<file path="config.mk">
export PLATFORM = sky130hd
export DESIGN_NAME = rgti_skid
export DESIGN_NICKNAME = d
export VERILOG_FILES = /design/src/rtl/regular_grid_trace_index_macros.svh /design/src/rtl/rgti_pkg.sv /design/src/rtl/rgti_skid.sv
export SDC_FILE = /design/constraint.sdc
export NUM_CORES = 1
export LEC_CHECK = 0
export ABC_AREA = 1
export BUFFER_PORTS_ARGS = -buffer_cell sky130_fd_sc_hd__buf_2
export CORE_MARGIN = 1.5
export CORE_UTILIZATION = 40
export CTS_BUF_LIST = sky130_fd_sc_hd__clkbuf_4
export CTS_CLUSTER_DIAMETER = 100
export DETAILED_ROUTE_END_ITERATION = 6
export GPL_TIMING_DRIVEN = 1
export PLACE_DENSITY = 0.66
export SKIP_LAST_GASP = 1
export SLEW_MARGIN = 20
export SYNTH_ARGS = -nofsm -noshare
export SYNTH_HDL_FRONTEND = slang
export SYNTH_SLANG_ARGS = --single-unit
</file>
<file path="constraint.sdc">
create_clock -name clk -period 11.4 [get_ports clk]
set_input_delay 1.71 -clock clk [delete_from_list [all_inputs] [get_ports clk]]
set_output_delay 1.71 -clock clk [all_outputs]
set_load 0.02 [all_outputs]
</file>
<file path="src/rtl/regular_grid_trace_index_macros.svh">
// Assertion macros shared by the trace index block.
// Each macro expects clk to be visible where it is used; the first two also use rst_n.
`ifndef REGULAR_GRID_TRACE_INDEX_MACROS_SVH
`define REGULAR_GRID_TRACE_INDEX_MACROS_SVH

// Same-cycle implication, ignored while reset is applied.
`define RGTI_ASSERT_IMP(lbl, ante, cons, msg) \
  lbl: assert property (@(posedge clk) disable iff (!rst_n) (ante) |-> (cons)) \
    else $error(msg);

// Next-cycle implication, ignored while reset is applied.
`define RGTI_ASSERT_NXT(lbl, ante, cons, msg) \
  lbl: assert property (@(posedge clk) disable iff (!rst_n) (ante) |=> (cons)) \
    else $error(msg);

// Next-cycle implication that also covers the reset itself.
`define RGTI_ASSERT_RST(lbl, ante, cons, msg) \
  lbl: assert property (@(posedge clk) (ante) |=> (cons)) \
    else $error(msg);

`endif

</file>
<file path="src/rtl/rgti_pkg.sv">
// Shared types and constants of the regular grid trace index block.
// No dependencies; every module of the block imports this package.
package rgti_pkg;

  localparam int TRACE_W    = 64;
  localparam int OUT_LINE_W = 32;
  localparam int CFG_W      = 32;
  localparam int CFG_IDX_W  = 2;
  localparam int TDATA_W    = TRACE_W + 2 * OUT_LINE_W;
  localparam int INLINE_LSB = TRACE_W;
  localparam int CROSS_LSB  = TRACE_W + OUT_LINE_W;

  // Conversion direction carried in tuser of the input channel.
  localparam logic KIND_TO_LINES = 1'b0;
  localparam logic KIND_TO_TRACE = 1'b1;

  typedef enum logic [CFG_IDX_W-1:0] {
    CFG_FIRST_INLINE    = 2'd0,
    CFG_LAST_INLINE     = 2'd1,
    CFG_FIRST_CROSSLINE = 2'd2,
    CFG_LAST_CROSSLINE  = 2'd3
  } cfg_idx_t;

  // Control that travels with each item through the pipeline.
  typedef struct packed {
    logic valid;
    logic kind;
    logic ok;
  } ctl_t;

  // One finished result: tuser holds valid_res.
  typedef struct packed {
    logic [TDATA_W-1:0] tdata;
    logic               tuser;
  } res_t;

endpackage

</file>
<file path="src/rtl/rgti_skid.sv">
// Output register with one skid entry between the pipeline and the receiver.
// Depends on rgti_pkg.
module rgti_skid (
  input  logic           clk,
  input  logic           rst_n,
  input  logic           up_valid,
  input  rgti_pkg::res_t up_data,
  output logic           ready_o,
  output logic           out_valid,
  input  logic           out_ready,
  output rgti_pkg::res_t out_data
);
  import rgti_pkg::*;

  logic out_valid_r, skid_valid_r;
  res_t out_data_r, skid_data_r;

  // The pipeline advances only while the skid entry is free, so ready is
  // a register and never depends on the receiver in the same cycle.
  assign ready_o = !skid_valid_r;

  always_ff @(posedge clk) begin
    if (!rst_n) begin
      out_valid_r  <= 1'b0;
      skid_valid_r <= 1'b0;
    end else if (skid_valid_r) begin
      if (out_ready) begin
        skid_valid_r <= 1'b0;
      end
    end else if (up_valid) begin
      if (!out_valid_r || out_ready) begin
        out_valid_r <= 1'b1;
      end else begin
        skid_valid_r <= 1'b1;
      end
    end else if (out_ready) begin
      out_valid_r <= 1'b0;
    end
  end

  always_ff @(posedge clk) begin
    if (skid_valid_r) begin
      if (out_ready) begin
        out_data_r <= skid_data_r;
      end
    end else if (up_valid) begin
      if (!out_valid_r || out_ready) begin
        out_data_r <= up_data;
      end else begin
        skid_data_r <= up_data;
      end
    end
  end

  assign out_valid = out_valid_r;
  assign out_data  = out_data_r;

endmodule
</file>
==> results.toml, run 1 <==
[critical_path]
crit_arrival_ns = 2.11
required_ns = 9.69
crit_type = "register to output port"
rrSetupSlack_ns = 8.48
reg2reg_depth = 4
worst_setup_path_end_kind = "output port"
r2r-end = "out_data[50]$_DFFE_PP_"
path_cells = "inv_4 -> buf_2"
crit_path_start_kind = "register"
slowest_delay_ns = 0.60
timing.rr.start = "skid_valid_r$_SDFF_PN0_"
crit_fanout = 69
cpMaxStageDelayCell = "inv_4"

[placement]
gp_congestion = 0.771
dp_cells = 1251
hpwl_mm = 12.4
dp_slack_ns = 8.00
portBuffers = 263
place_area_um2 = 11100

[logic_synthesis]
yosysMostFrequentCell = "nand2_1"
yosysWarningCount = 0
synth_edf_count = 258
synth_area_um2 = 9530
seq_area_frac_synth = 0.817
synth_nets = 827
syn_area_per_cell_um2 = 13.7
synth_seq_cells = 260
synthTopCellsByCount = "393 x nand2_1, 258 x edfxtp_1, 18 x buf_2"
async_reset_ff_frac = 0
yosysTopAreaCell = "edfxtp_1"
synth_top_area_share = 0.813
synthTopCellsByArea = "edfxtp_1 81%, nand2_1 15%, buf_6 1.3%, buf_2 0.95%, dfxtp_1 0.42%"
synth_ff_type = "edfxtp_1"
synth_cell_types = 11
syn_inst = 694

[cells_and_area]
fin_nets = 1136
drive_gt1_frac = 0.361
multiInputGateArea_um2 = 1510
seqCellArea_um2 = 7790
layout-area-overhead-vs-synth_pct = 25.9
fillers = 2108
fin_cells = 1370
design_area_um2 = 12000

[clock_tree]
cts_resized = 0
htreeDepth = 3
clock_latency_ns = 0.63
tritoncts = "done"
clk_pin_slew_ns = 0.07
cts_made_buffers = 69
cts.sinks = 260
clk_root_buffer_cell = "clkbuf_4"
cts_hold_buf = 0
clk_path_buf_depth = 3
post-cts-setup-buffers = 0

[timing]
setup_ws_ns = 7.58
post-route-period-util = 0.335
setup_viol = 0
worst_slew_pin_slew_ns = 1.07
slew_headroom = 0.289
tns_ns = 0
max_freq_mhz = 262
rsz0062_at_grt = "false"
fin_crit_ns = 3.82
skew_ns = 0.0264
finalMaxSlewViolations = 0
hold_violations = 0

[drt]
vias = 6044
avgRoutedWirePerCell_um = 14.6
viasPerCell = 4.41
ant_nets = 0
dr.pass1.iters = 4
drc = 0
drt_iter0_markers = 293
wirelength_mm = 19.9

[floorplan]
die_area_um2 = 24800
num_rows = 56
io_pins = 264
coreArea_um2 = 23400
die_x_um = 157
die_h_um = 157
initial_core_util = 0.407

[outcome]
status = "completed"

[power_and_ir_drop]
power_density_nw_per_um2 = 178
p_leak_nw = 5.17
ir_drop_mv = 0.0850
power_w = 0.00213

[grt]
grt_usage = 0.158
grt_pass1_wl_mm = 29.7
overflow = 0
antenna_found_initial = 2
grt_max_degree = 130
grt_pass1_vias = 5846

[hold_path]
hp-start = "skid_data_r[41]$_DFFE_PP_"
hp-class = "register to register"
whs_endpoint = "out_data[41]$_DFFE_PP_"
whs_path_depth = 2

[flow_run]
drv_cap = 0
## worst max-delay path, delay by kind of cell, from the launching register on
kind                   cells  cell delay [ns]
buffers and inverters      2             0.89
DFF                        1             0.51
## metrics by stage
step | hold WS [ns] | util
global placement | 0.498 | 0.474
CTS | 0.502 | 0.512
floorplan | 0.491 | -
finish | 0.499 | 0.513
detailed placement | 0.501 | 0.474
global route | 0.524 | 0.512
## layer usage
| metal | track usage | wire length [µm] | share of wire | up-vias |
|---|---|---|---|---|
| met2 | 0.247 | 9390 | 0.47 | 241 |
| met3 | 0.0523 | 1770 | 0.089 | 30 |
| met5 | 0 | 0 | 0 | - |
| li1 | - | - | - | 3003 |
| met1 | 0.197 | 8370 | 0.42 | 2770 |
| met4 | 0.0777 | 412 | 0.021 | 0 |
## cell type report
type / count / share of cell area
flip-flops and latches: 260 / 0.650
inverters: 7 / 0.00302
well taps: 319 / 0.0333
multi-input cells: 398 / 0.126
diodes: 2 / 0.000417
repair buffers: 267 / 0.112
clock buffers: 97 / 0.0607
clock inverters: 20 / 0.0147
## kinds of logic (layout without fill, tap and decap cells)
group	after synthesis	count (layout)	share of synthesized area
buffers and inverters	36	391	0.0255
other	0	2	0
AND/OR/NAND/NOR	396	396	0.156
AO/OA/AOI/OAI	2	2	0.00118
flip-flops	260	260	0.817
## where the power goes
| part | switching (W) | total [W] | internal [W] | leakage, nW |
|---|---|---|---|---|
| combinational | 0.000119 | 0.000173 | 0.0000536 | 2.20 |
| clock | 0.000367 | 0.000830 | 0.000463 | 0.532 |
| sequential | 0.0000147 | 0.00113 | 0.00111 | 2.44 |
## how the worst max path moves through the flow
| stage | start | endpoint | slack [ns] | cells past startpoint |
|---|---|---|---|---|
| finish | skid_valid_r$_SDFF_PN0_ | ready_o | 7.58 | 2 |
| global route | skid_valid_r$_SDFF_PN0_ | ready_o | 7.41 | 2 |
| CTS | skid_valid_r$_SDFF_PN0_ | ready_o | 7.48 | 2 |
| detailed placement | up_valid | out_data[49]$_DFFE_PP_ | 8.00 | 4 |
| global placement | out_ready | skid_data_r[43]$_DFFE_PP_ | 7.85 | 4 |
| floorplan | up_valid | out_data[0]$_DFFE_PP_ | 2.67 | 2 |
## layout by cell type (no fill, tap or decap), types with 3 or more instances in the layout
cell type / instances
edfxtp_1: 258
buf_4: 4
clkinv_2: 3
clkbuf_4: 97
inv_1: 5
nand2_1: 393
bufinv_16: 3
clkinv_1: 9
buf_2: 263
## state kept, by name, indices dropped and copies added, names as in the netlist
signal        count
skid_data_r     129
skid_valid_r      1
out_data        129
out_valid         1
Power figures use the tool's default switching activity.
==> run 2, diff against run 1 <==
--- a/config.mk
+++ b/config.mk
@@ -5,7 +5,7 @@
 export SDC_FILE = /design/constraint.sdc
 export NUM_CORES = 1
 export LEC_CHECK = 0
-export ABC_AREA = 1
+export ABC_AREA = 0
 export BUFFER_PORTS_ARGS = -buffer_cell sky130_fd_sc_hd__buf_2
 export CORE_MARGIN = 1.5
 export CORE_UTILIZATION = 40
@@ -13,7 +13,7 @@
 export CTS_CLUSTER_DIAMETER = 100
 export DETAILED_ROUTE_END_ITERATION = 6
 export GPL_TIMING_DRIVEN = 1
-export PLACE_DENSITY = 0.66
+export PLACE_DENSITY = 0.68
 export SKIP_LAST_GASP = 1
 export SLEW_MARGIN = 20
 export SYNTH_ARGS = -nofsm -noshare
==> constraint.sdc (replaced) <==
create_clock -name clk -period 3.4 [get_ports clk]
set_input_delay 0.51 -clock clk [delete_from_list [all_inputs] [get_ports clk]]
set_output_delay 0.51 -clock clk [all_outputs]
set_load 0.02 [all_outputs]
==> run 2 against run 1 <==
Compared with the run above:
- cell count down 18%
- cell area is 3.0% higher
- clock skew grew 0.0076 ns
- combinational power grew to 3.6 times the previous value
- synthesized cell count down 40%
- worst hold slack lost 0.42 ns
- clock power rose to 3.2 times the previous value
- sequential share of layout area down 1.9 points
- clock-buffer cell count is 2 higher
==> results.toml, run 2 <==
[critical_path]
crit_arrival_ns = 2.34
crit_fanout = 61
crit_path_start_kind = "register"
crit_type = "register to output port"
worst_setup_path_end_kind = "output port"
required_ns = 2.89

[clock_tree]
clock_latency_ns = 0.63
htreeDepth = 3
tritoncts = "done"
cts_hold_buf = 16
clk_path_buf_depth = 3
clk_root_buffer_cell = "clkbuf_4"
cts_made_buffers = 69
clk_pin_slew_ns = 0.06
post-cts-setup-buffers = 0
cts_resized = 0
cts.sinks = 260

[grt]
grt_pass1_vias = 5566
overflow = 0
grt_max_degree = 81
grt_usage = 0.150
grt_pass1_wl_mm = 28.5
antenna_found_initial = 3

[power_and_ir_drop]
p_sw_frac = 0.224
power_w = 0.00704
p_leak_nw = 4.75
power_density_nw_per_um2 = 570
p_seq_frac = 0.536
p_clk_frac = 0.376
intPower_w = 0.00546
power_switching_w = 0.00158
ir_drop_mv = 0.279
p_comb_frac = 0.088

[flow_run]
drv_cap = 0

[floorplan]
io_pins = 264
die_x_um = 158
die_area_um2 = 24900
die_h_um = 158
initial_core_util = 0.408
coreArea_um2 = 23500
num_rows = 56

[timing]
worst_slew_pin_slew_ns = 0.894
fin_crit_ns = 2.85
hold_violations = 0
setup_ws_ns = 0.553
tns_ns = 0
finalMaxSlewViolations = 0
slew_headroom = 0.404
post-route-period-util = 0.837
setup_viol = 0
holdWs_ns = 0.0836
max_freq_mhz = 351
skew_ns = 0.0339
rsz0062_at_grt = "false"

[drt]
avgRoutedWirePerCell_um = 16.7
wirelength_mm = 18.8
drc = 0
vias = 5207
ant_nets = 0
viasPerCell = 4.63
drt_iter0_markers = 211
dr.pass1.iters = 4

[logic_synthesis]
yosysWarningCount = 0
synth_top_area_share = 0.808
synthTopCellsByArea = "edfxtp_1 81%, mux2_2 9.9%, mux2_4 7.0%, buf_6 0.82%, buf_2 0.42%"
async_reset_ff_frac = 0
synth_nets = 548
synth_cell_types = 16
synth_area_um2 = 9590
syn_inst = 415
yosysTopAreaCell = "edfxtp_1"
synth_edf_count = 258
synth_ff_type = "edfxtp_1"
synth_seq_cells = 260
yosysMostFrequentCell = "edfxtp_1"
seq_area_frac_synth = 0.812
synthTopCellsByCount = "258 x edfxtp_1, 84 x mux2_2, 45 x mux2_4"
syn_area_per_cell_um2 = 23.1

[placement]
gp_congestion = 0.721
dp_slack_ns = 1.10
hpwl_mm = 12.3
portBuffers = 263

[outcome]
status = "completed"

[cells_and_area]
fin_nets = 896
final_cell_mix = "263 x buf_2, 258 x edfxtp_1, 99 x clkbuf_4"
final_common_cell = "buf_2"
fin_util = 0.526
fillers = 1904
layout-area-overhead-vs-synth_pct = 28.9
seqCellArea_um2 = 7790
multiInputGateArea_um2 = 1700
drive_gt1_frac = 0.631

[hold_path]
hp-class = "primary input to register"
==> run 2: power groups by stage <==
stage	logic, W	clock network [W]	registers [W]
2_1_floorplan	0.000195	0	0.00400
3_3_place_gp	0.000591	0	0.00384
3_5_place_dp	0.000612	0	0.00384
4_1_cts	0.000628	0.00277	0.00377
5_1_grt	0.000671	0.00293	0.00379
6_report	0.000623	0.00265	0.00377
==> run 2: kinds of logic (layout without fill, tap and decap cells) <==
| family | after synthesis | count (layout) | share of synthesized area |
|---|---|---|---|
| flip-flops | 260 | 260 | 0.812 |
| multiplexers | 129 | 129 | 0.169 |
| buffers and inverters | 16 | 405 | 0.0128 |
| AND/OR/NAND/NOR | 7 | 7 | 0.00379 |
| AO/OA/AOI/OAI | 3 | 3 | 0.00196 |
| other | 0 | 2 | 0 |
==> run 2: cell type report <==
type | instances | share of cell area
clock inverter | 13 | 0.00830
timing repair buffer | 292 | 0.131
multi-input combinational | 139 | 0.137
clock buffer | 99 | 0.0602
tap | 319 | 0.0323
antenna | 2 | 0.000405
inverter | 1 | 0.000304
sequential | 260 | 0.631
==> run 2: per-layer routing <==
metal  track usage  vias up  wire, µm  share of wire
met5             0        -        12        0.00064
met1         0.171     2522      7520           0.40
met4        0.0818        2       488          0.026
li1              -     2412         -              -
met2         0.239      225      9030           0.48
met3        0.0632       46      1740          0.093
==> run 2: worst paths after layout <==
path	from	end	slack [ns]	cells past startpoint
setup / recovery	skid_valid_r$_SDFF_PN0_	ready_o	0.55	3
hold / removal	up_data[37]	skid_data_r[37]$_DFFE_PP_	0.08	1
setup reg to reg	skid_valid_r$_SDFF_PN0_	out_data[66]$_DFFE_PP_	1.10	2
hold reg to reg	out_valid$_SDFFE_PN0P_	out_valid$_SDFFE_PN0P_	0.50	2
==> run 2: critical path: stages (launching register included) <==
cell     delay, ns
dfxtp_4       0.93
buf_4         0.47
inv_1         0.12
buf_2         0.18
==> run 2: metrics by stage <==
step,instances,instance area [µm²]
after floorplan,415,9610
after global placement,989,11300
after detailed placement,989,11300
after CTS,1117,12300
after global routing,1125,12400
final,1125,12400
==> run 3, diff against run 2 <==
==> constraint.sdc (replaced) <==
create_clock -name clk -period 2.6 [get_ports clk]
set_input_delay 0.39 -clock clk [delete_from_list [all_inputs] [get_ports clk]]
set_output_delay 0.39 -clock clk [all_outputs]
set_load 0.02 [all_outputs]
==> run 3 against run 2 <==
Compared with the run above:
- non-clock buffer count up 109
- clock-buffer cell count up 11
- clock skew down 0.0014 ns
- worst hold slack better by 0.081 ns
- clock power up 43%
- via count up 9.4%
- critical path depth unchanged
- setup slack worse by 0.015 ns
- largest power group unchanged
==> results.toml, run 3 (synthesis gave the netlist of run 2 again) <==
[outcome]
status = "completed"

[placement]
dp_slack_ns = 0.855
hpwl_mm = 12.2
gp_congestion = 0.749
portBuffers = 263

[power_and_ir_drop]
power_density_nw_per_um2 = 711
p_leak_nw = 5.27
p_sw_frac = 0.230
ir_drop_mv = 0.399
p_clk_frac = 0.391
intPower_w = 0.00745
p_comb_frac = 0.100
power_switching_w = 0.00223
p_seq_frac = 0.509
power_w = 0.00968

[grt]
grt_util_met1 = 0.187
antenna_found_initial = 2
grt_pass1_vias = 6226
grt_usage = 0.168
grt_max_degree = 71
grt_use_met3 = 0.0643
grt_busiest_layer = "met2"
grt_use_met2 = 0.280
grt_pass1_wl_mm = 31.8
overflow = 0

[clock_tree]
htreeDepth = 3
clk_path_buf_depth = 3
cts.sinks = 260
clk_root_buffer_cell = "clkbuf_4"
clk_pin_slew_ns = 0.07
clock_latency_ns = 0.64
cts_made_buffers = 72
cts_resized = 0
tritoncts = "done"
post-cts-setup-buffers = 0

[floorplan]
initial_core_util = 0.408
coreArea_um2 = 23500
die_h_um = 158
io_pins = 264
die_area_um2 = 24900
num_rows = 56
die_x_um = 158

[critical_path]
crit_fanout = 63
worst_setup_path_end_kind = "output port"
required_ns = 2.21
crit_arrival_ns = 1.67
cpMaxStageDelayCell = "dfxtp_4"
crit_type = "register to output port"
path_cells = "buf_12 -> inv_1 -> buf_2"
crit_path_start_kind = "register"
slowest_delay_ns = 0.39

[timing]
tns_ns = 0
hold_violations = 0
setup_ws_ns = 0.538
skew_ns = 0.0325
finalMaxSlewViolations = 0
slew_headroom = 0.666
fin_crit_ns = 2.06
worst_slew_pin_slew_ns = 0.501
max_freq_mhz = 485
holdWs_ns = 0.164
post-route-period-util = 0.793
setup_viol = 0
rsz0062_at_grt = "false"

[drt]
vias = 5696
avgRoutedWirePerCell_um = 16.7
viasPerCell = 4.56
dr.pass1.iters = 6
drc = 0
ant_nets = 0
wirelength_mm = 20.9
drt_iter0_markers = 239

[cells_and_area]
drive_gt1_frac = 0.557
layout-area-overhead-vs-synth_pct = 42.0
final_cell_mix = "263 x buf_2, 258 x edfxtp_1, 132 x dlygate4sd3_1"
final_common_cell = "buf_2"
fin_nets = 1008

[flow_run]
drv_cap = 0

[hold_path]
hp-class = "primary input to register"
-- run 3: worst paths after layout --
check                                from                endpoint  slack [ns]  cells after the start
setup / recovery  skid_valid_r$_SDFF_PN0_                 ready_o        0.54                      3
hold / removal                  out_ready  out_valid$_SDFFE_PN0P_        0.16                      3
setup reg to reg  skid_valid_r$_SDFF_PN0_  out_data[63]$_DFFE_PP_        0.87                      3
hold reg to reg    out_valid$_SDFFE_PN0P_  out_valid$_SDFFE_PN0P_        0.51                      2
-- run 3: metrics by stage --
stage	cell area (µm²)	std cells	util
after global placement	11300	988	0.483
after CTS	13600	1248	0.580
final	13600	1250	0.580
after global routing	13600	1250	0.580
after detailed placement	11300	988	0.483
after floorplan	9610	415	-
-- run 3: power by group through the flow --
stage | combinational [W] | clock [W] | sequential (W)
finish | 0.000971 | 0.00378 | 0.00493
global route | 0.00104 | 0.00414 | 0.00494
CTS | 0.000978 | 0.00393 | 0.00493
detailed placement | 0.000820 | 0 | 0.00501
global placement | 0.000795 | 0 | 0.00501
floorplan | 0.000255 | 0 | 0.00523
-- run 3: area by class of cell --
type	instances	area, µm²
Clock inverter	18	130
Multi-Input combinational cell	139	1700
Tap cell	319	399
Inverter	1	3.75
Sequential cell	260	7790
Timing Repair Buffer	401	2760
Antenna cell	2	5.00
Fill cell	1741	9860
Clock buffer	110	826
-- run 3: worst max-delay path, delay by kind of cell (launching register included) --
kind,cells,cell delay [ns]
buf+inv,3,0.63
flops,1,0.39
-- run 3: per-layer routing --
metal  vias up  wire length, µm
met5         -                0
met4         0              604
met3        40             1670
met2       234            10300
met1      2788             8320
li1       2634                -
-- run 3: what timing repair did --
action	in CTS	in global routing
endpoints found under the hold margin	170	0
setup endpoints to repair	0	0
hold buffers	132	0
